==> src/design/psplim_pkg.sv <==
`timescale 1ns / 1ps
`default_nettype none

package psplim_pkg;

  localparam int LEN_W   = 14;
  localparam int ETYPE_W = 16;
  localparam int ADDR_W  = 32;
  localparam int THR_W   = 32;
  localparam int CNT_W   = 33;

  localparam logic [LEN_W-1:0]   MIN_IPV4_FRAME  = 14'd34;
  localparam logic [ETYPE_W-1:0] ETHERTYPE_IPV4  = 16'h0800;
  localparam logic [THR_W-1:0]   THRESHOLD_RESET = 32'd1000;
  localparam logic [CNT_W-1:0]   COUNT_MAX       = {CNT_W{1'b1}};

  // One table word: occupancy, blocked mark, packet count and source key.
  typedef struct packed {
    logic              valid;
    logic              blocked;
    logic [CNT_W-1:0]  count;
    logic [ADDR_W-1:0] addr;
  } entry_t;

  // Verdict, drop in the lowest bit.
  typedef struct packed {
    logic table_full_miss;
    logic newly_blocked;
    logic drop;
  } result_t;

  typedef enum logic [1:0] {
    ST_CLEAR,
    ST_IDLE,
    ST_LOOKUP,
    ST_FINISH
  } state_t;

endpackage

`default_nettype wire

==> src/design/psplim_hash.sv <==
`timescale 1ns / 1ps
`default_nettype none

module psplim_hash #(
  parameter int DEPTH = 1024,
  localparam int AW = $clog2(DEPTH)
) (
  input  wire [psplim_pkg::ADDR_W-1:0] addr,
  output logic [AW-1:0]                idx
);
  import psplim_pkg::*;

  localparam logic [AW:0] DEPTH_EXT = (AW+1)'(DEPTH);

  logic [AW-1:0] fold;
  logic [AW:0]   fold_ext;

  // XOR-fold the address onto the index width.
  always_comb begin
    fold = '0;
    for (int k = 0; k < ADDR_W; k++) begin
      fold[k % AW] = fold[k % AW] ^ addr[k];
    end
  end

  // The fold is below twice the depth, so one conditional subtract wraps it.
  assign fold_ext = {1'b0, fold};
  assign idx = (fold_ext >= DEPTH_EXT) ? AW'(fold_ext - DEPTH_EXT) : fold;

endmodule

`default_nettype wire

==> config.mk <==
export PLATFORM = sky130hd
export DESIGN_NAME = psplim_hash
export DESIGN_NICKNAME = d
export VERILOG_FILES = /design/src/design/psplim_pkg.sv /design/src/design/psplim_hash.sv
export SDC_FILE = /design/constraint.sdc
export NUM_CORES = 1
export LEC_CHECK = 0
export BUFFER_PORTS_ARGS = -buffer_cell sky130_fd_sc_hd__buf_2
export CAP_MARGIN = 10
export CORE_AREA = 2 2 39 41
export DETAILED_ROUTE_END_ITERATION = 12
export DIE_AREA = 0 0 41 43
export GPL_ROUTABILITY_DRIVEN = 0
export GPL_TIMING_DRIVEN = 0
export SYNTH_ARGS = -nofsm -noshare
export SYNTH_HDL_FRONTEND = slang
export SYNTH_SLANG_ARGS = --single-unit
==> constraint.sdc <==
create_clock -name vclk -period 0.8
set_input_delay 0.04 -clock vclk [all_inputs]
set_output_delay 0.04 -clock vclk [all_outputs]
set_load 0.1 [all_outputs]
==> results of run 1 <==
==> area by class of cell <==
class                      count  area, sq um  area share
multi-input combinational     22          606       0.630
tap                           16         20.0      0.0208
timing repair buffer          42          335       0.349
==> synthesized netlist by cell type <==
library cell	instances	area (sq um)
xnor2_1	20	175
xor2_1	2	17.5
==> placed cells by master (no fill, tap or decap) <==
cell and n:
xor2_4 2, xnor2_4 20, buf_8 5, buf_2 32, buf_12 5
==> how the worst min path moves through the flow <==
| stage | endpoint | slack [ns] |
|---|---|---|
| 6_report | idx[3] | 0.44 |
| 5_1_grt | idx[3] | 0.45 |
| 4_1_cts | idx[2] | 0.44 |
| 3_5_place_dp | idx[2] | 0.54 |
| 3_3_place_gp | idx[2] | 0.54 |
| 2_1_floorplan | idx[2] | 0.28 |
==> metal layers <==
metal,share of wire,routed length [microns],vias up,GRT usage
met3,0.17,113,0,0.0105
li1,-,-,148,-
met1,0.27,186,128,0.0993
met5,0,0,-,0
met2,0.56,378,24,0.131
met4,0,0,0,0
==> cell families after synthesis <==
kind of cell | Yosys count | share of synthesized area
xor+xnor | 22 | 1.00
==> stage by stage <==
step | instances | worst slack, ns | setup TNS [ns] | utilization | hold WS (ns)
finish | 80 | 0.0200 | 0 | 0.694 | 0.440
global route | 80 | 0.000186 | 0 | 0.694 | 0.451
CTS | 80 | 0.00156 | 0 | 0.680 | 0.441
detailed placement | 80 | -0.208 | -1.95 | 0.604 | 0.544
global placement | 80 | -0.190 | -1.86 | 0.604 | 0.541
floorplan | 22 | -0.0404 | -0.327 | - | 0.281
==> what timing repair did <==
item	CTS	global route
gates resized for setup	31	4
endpoints found under the setup margin	10	4
cloned	0	0
==> power by group through the flow <==
stage                     sequential [mW]  clock (mW)  combinational, mW
after floorplan                         0           0               1.07
after global placement                  0           0               1.30
after detailed placement                0           0               1.31
after CTS                               0           0               1.53
after global routing                    0           0               1.61
final                                   0           0               1.57
==> results.yml, run 1 <==
status:
  outcome: "finished, final reports clean"
route:
  routed_wl_microns: 678
  ant_nets: 0
  remaining_drc_errors: 0
  routed_via_density: 3.75
  vias: 300
  avgRoutedWirePerCell_microns: 8.48
  first_pass_iters: 1
  drt_iter0_drc: 0
final_layout:
  drive_gt1_frac: 1.00
  seqCellArea_sq_um: 0
  nNetsFinal: 98
  nClkBuffers: 0
  syn2layout_area_growth_pct: 399
  n_sequential_cell: 0
  nFillCells: 97
  fin_area_sq_um: 961
  diodes: 0
grt:
  antenna_found_initial: 0
  grt_pass1_wl_microns: 959
  grt_util_all_layers: 0.0750
  grt_pass1_vias: 245
  grt_max_degree: 2
  gr-total-overflow: 0
clock_tree:
  hold_buffers: 0
  postCtsSetupBuffers: 0
worst_hold_path:
  min_from: "addr[13]"
  min_path_cells: 3
  hp-class: "in -> out"
floorplanning:
  rows: 14
  start_util: 0.139
  core_region_area_sq_um: 1380
  dieWidth_microns: 41
  dieArea_sq_um: 1760
  dieHeight_microns: 43
  num_io_pins: 42
critical_path:
  path_delay_family: "XOR/XNOR gates"
  cp.required_ns: 0.76
  critPathBufInv: 2
  path_cells: "buf_2, xnor2_4, xnor2_4, buf_8"
  cpMostUsedCell: "xnor2_4"
  crit_cells: 4
  cpPeakStageDelay_ns: 0.21
  crit_path_start_kind: "input pin"
  critPathSlowestCell: "xnor2_4"
  worstSetupStartpoint: "addr[11]"
  worstPathArrival_ns: 0.74
  crit_fanout: 1
  path_class: "in -> out"
  worstSetupEndpointType: "primary output"
  setup.worst_path.end: "idx[1]"
power_and_ir_drop:
  p_total_mw: 1.57
  seqPwrFrac: 0
  vdd_drop_max_uv: 815
  switching_share: 0.585
  clockPowerShare: 0
  intPower_uw: 650
  p_per_area_nw_per_um2: 1630
  power_leakage_nw: 0.407
  combPwrFrac: 1.000
  p_sw_uw: 915
synthesis:
  synth_cells: 22
  synth.yosys.seq_area_share: 0
  yosysWarnings: 0
  syn_area_per_cell_sq_um: 8.76
  syn_nets: 54
  netlist_area_sq_um: 193
  synth_cell_type_count: 2
timing:
  setup-violations-final: 0
  rsz0062_at_grt: "false"
  period_needed_ns: 0.780
  max_freq_mhz: 1280
  period_share: 0.975
  drv_slew: 0
  slew_headroom: 0.866
  worstMarginPinSlew_ns: 0.201
  hold_viol_final: 0
place:
  portBuffers: 42
  dpl.hpwl_microns: 646
  placed_cell_area_sq_um: 836
flow_run:
  max_cap_viol_count: 0
Note: power is estimated with default switching activity, not from simulation.
==> run 2, diff against run 1 <==
- clock period: 0.8 -> 0.97 ns (I/O delays scaled with it)
==> run 2 against run 1 <==
Net effect:
- die area unchanged
- worst hold slack improved by 0.044 ns
- core utilization down 16 points
- sequential share of layout area unchanged
- via count rose by 4.0%
- flip-flop and latch count unchanged
==> results.yml, run 2 (synthesis results as in run 1) <==
status:
  outcome: "finished, final reports clean"
timing:
  fin_tns_setup_ns: 0
  period_share: 0.934
  hold_ws_ns: 0.483
  setup-violations-final: 0
  max_freq_mhz: 1100
  slew_headroom: 0.808
  worstMarginPinSlew_ns: 0.287
  rsz0062_at_grt: "false"
  worst_slack_ns: 0.0645
  period_needed_ns: 0.906
  hold_viol_final: 0
  drv_slew: 0
floorplanning:
  rows: 14
  dieArea_sq_um: 1760
  start_util: 0.139
  dieWidth_microns: 41
  num_io_pins: 42
  core_region_area_sq_um: 1380
  dieHeight_microns: 43
route:
  routed_wl_microns: 674
  vias: 312
  first_pass_iters: 1
  drt_iter0_drc: 0
  avgRoutedWirePerCell_microns: 8.43
  routed_via_density: 3.90
  remaining_drc_errors: 0
  ant_nets: 0
power_and_ir_drop:
  vdd_drop_max_uv: 734
  p_total_mw: 1.05
  p_per_area_nw_per_um2: 1430
  power_leakage_nw: 0.356
final_layout:
  drive_gt1_frac: 1.00
  layout_common_cells: "buf_2 (32), xnor2_2 (10), xnor2_4 (10), buf_4 (8)"
  instances_no_fill: 80
  seqCellArea_sq_um: 0
  diodes: 0
  n_sequential_cell: 0
  syn2layout_area_growth_pct: 281
  final_util: 0.530
  final_common_cell: "buf_2"
  nClkBuffers: 0
  nNetsFinal: 98
  fin_area_sq_um: 733
  nFillCells: 127
critical_path:
  worstSetupEndpointType: "primary output"
  crit_fanout: 1
  cp.required_ns: 0.92
  path_cells: "buf_2, xor2_2, xnor2_4, buf_4"
  crit_path_start_kind: "input pin"
  path_class: "in -> out"
  cpPeakStageDelay_ns: 0.30
  worstPathArrival_ns: 0.86
  critPathSlowestCell: "buf_4"
grt:
  grt_max_degree: 2
  antenna_found_initial: 0
  grt_pass1_wl_microns: 959
  gr-total-overflow: 0
  grt_pass1_vias: 276
  grt_util_all_layers: 0.0747
place:
  portBuffers: 42
  place_ws_ns: -0.226
  placedCellCount: 80
  placed_cell_area_sq_um: 611
clock_tree:
  hold_buffers: 0
  postCtsSetupBuffers: 0
worst_hold_path:
  hp-class: "in -> out"
flow_run:
  max_cap_viol_count: 0
[run 2: cell count changes in the layout (fill, tap and decap cells not counted)]
cell,change
buf_12,-5
buf_4,+8
xnor2_2,+10
xnor2_4,-10
xor2_2,+2
buf_6,+2
buf_8,-5
xor2_4,-2
[run 2: routing by layer]
metal  routed length (microns)  track usage
met1                       156       0.0654
met2                       372        0.166
met3                       146      0.00524
met4                         0            0
met5                         0            0
[run 2: final cells by class]
| class | instances | area (sq um) | area share |
|---|---|---|---|
| timing repair buffer | 42 | 243 | 0.331 |
| tap | 16 | 20.0 | 0.0273 |
| multi-input combinational | 22 | 470 | 0.642 |
[run 2: critical path, delay by kind of cell]
| kind | cells | cell delay (ns) |
|---|---|---|
| xor gates and xnor gates | 2 | 0.39 |
| buffers and inverters | 2 | 0.41 |
[run 2: report_power, final]
part / leakage, nW / internal (mW) / switching [mW] / total, mW
Combinational: 0.356 / 0.353 / 0.693 / 1.05
Sequential: 0 / 0 / 0 / 0
Clock: 0 / 0 / 0 / 0
[run 2: path summary, 6_finish.rpt]
check                    start  endpoint  slack [ns]  cells past startpoint
worst max-delay path  addr[21]    idx[1]        0.06                      4
worst min-delay path  addr[14]    idx[4]        0.48                      3
[run 2: what timing repair did]
item,in CTS,in global routing
cloned,0,0
endpoints found under the setup margin,10,2
resized for setup,22,2
==> run 3, diff against run 2 <==
- PLACE_DENSITY_LB_ADDON: not set -> 0.05
==> run 3 against run 2 <==
Net effect:
- routed wire length decreased by 14%
- cell area decreased by 1.0%
- critical path depth unchanged
- non-clock buffer count unchanged
- via count decreased by 4.2%
- critical endpoint is now idx[5]
==> results.yml, run 3 (synthesis results as in run 1) <==
final_layout:
  n_sequential_cell: 0
  diodes: 0
  drive_gt1_frac: 1.00
  final_util: 0.524
  final_common_cell: "buf_2"
  syn2layout_area_growth_pct: 277
  nClkBuffers: 0
  nNetsFinal: 98
  layout_common_cells: "buf_2 (32), xnor2_2 (10), xnor2_4 (10), buf_4 (10), xor2_2 (2)"
  seqCellArea_sq_um: 0
  fin_area_sq_um: 726
grt:
  gr-usage-met1: 0.0717
  grt_pass1_wl_microns: 979
  grt-busiest-layer: "met2"
  grt_pass1_vias: 279
  grt_max_degree: 2
  antenna_found_initial: 0
  use_met2: 0.159
  gr-total-overflow: 0
  grt_util_all_layers: 0.0746
  use_met3: 0.00524
route:
  remaining_drc_errors: 0
  avgRoutedWirePerCell_microns: 7.26
  routed_wl_microns: 581
  drt_iter0_drc: 0
  routed_via_density: 3.74
  ant_nets: 0
  vias: 299
  first_pass_iters: 1
critical_path:
  cpPeakStageDelay_ns: 0.30
  path_class: "in -> out"
  critPathSlowestCell: "buf_4"
  cp.required_ns: 0.92
  path_delay_family: "buffers and inverters"
  worstSetupEndpointType: "primary output"
  critPathBufInv: 2
  crit_cells: 4
  crit_fanout: 1
  crit_path_start_kind: "input pin"
  path_cells: "buf_2, xnor2_2, xnor2_4, buf_4"
  worstPathArrival_ns: 0.87
timing:
  drv_slew: 0
  setup-violations-final: 0
  hold_ws_ns: 0.518
  hold_viol_final: 0
  period_share: 0.945
  worstMarginPinSlew_ns: 0.269
  slew_headroom: 0.820
  rsz0062_at_grt: "false"
  max_freq_mhz: 1090
  worst_slack_ns: 0.0532
  period_needed_ns: 0.917
flow_run:
  max_cap_viol_count: 0
power_and_ir_drop:
  vdd_drop_max_uv: 690
  p_per_area_nw_per_um2: 1420
  power_leakage_nw: 0.353
  p_total_mw: 1.03
status:
  outcome: "finished, final reports clean"
worst_hold_path:
  min_path_cells: 3
  holdPathEnd: "idx[9]"
  min_from: "addr[19]"
  hp-class: "in -> out"
place:
  portBuffers: 42
  placed_cell_area_sq_um: 611
  place_ws_ns: -0.178
  dpl.hpwl_microns: 522
floorplanning:
  num_io_pins: 42
  dieWidth_microns: 41
  dieHeight_microns: 43
  start_util: 0.139
  dieArea_sq_um: 1760
  rows: 14
  core_region_area_sq_um: 1380
clock_tree:
  postCtsSetupBuffers: 0
  cts.repair.resized: 22
  hold_buffers: 0
==> run 3: cell counts in the layout (fill, tap and decap cells not counted) <==
No cell type changed its count.
==> run 3: power by group <==
group	total, mW	switching [mW]	leakage, nW	internal [mW]
combinational	1.03	0.687	0.353	0.344
sequential	0	0	0	0
clock	0	0	0	0
total	1.03	0.687	0.353	0.344
==> run 3: through the flow <==
step	std cells	setup TNS (ns)
after floorplan	22	0
after global placement	80	-1.67
after detailed placement	80	-1.69
after CTS	80	0
after global routing	80	0
final	80	0
==> run 3: metal layers <==
layer	part of all wire	routed length, microns	vias up
li1	-	-	148
met1	0.24	140	132
met2	0.60	350	19
met3	0.15	90	0
met4	0	0	0
met5	0	0	-
==> run 3: layout make-up <==
cell class / count / area, sq um
fill: 131 / 658
multi-input combinational: 22 / 470
timing repair buffer: 42 / 235
tap: 16 / 20.0
==> run 3: worst max path at each step <==
stage	start	end
floorplan	addr[20]	idx[0]
detailed placement	addr[11]	idx[1]
global route	addr[4]	idx[4]
CTS	addr[20]	idx[0]
finish	addr[5]	idx[5]
global placement	addr[3]	idx[3]
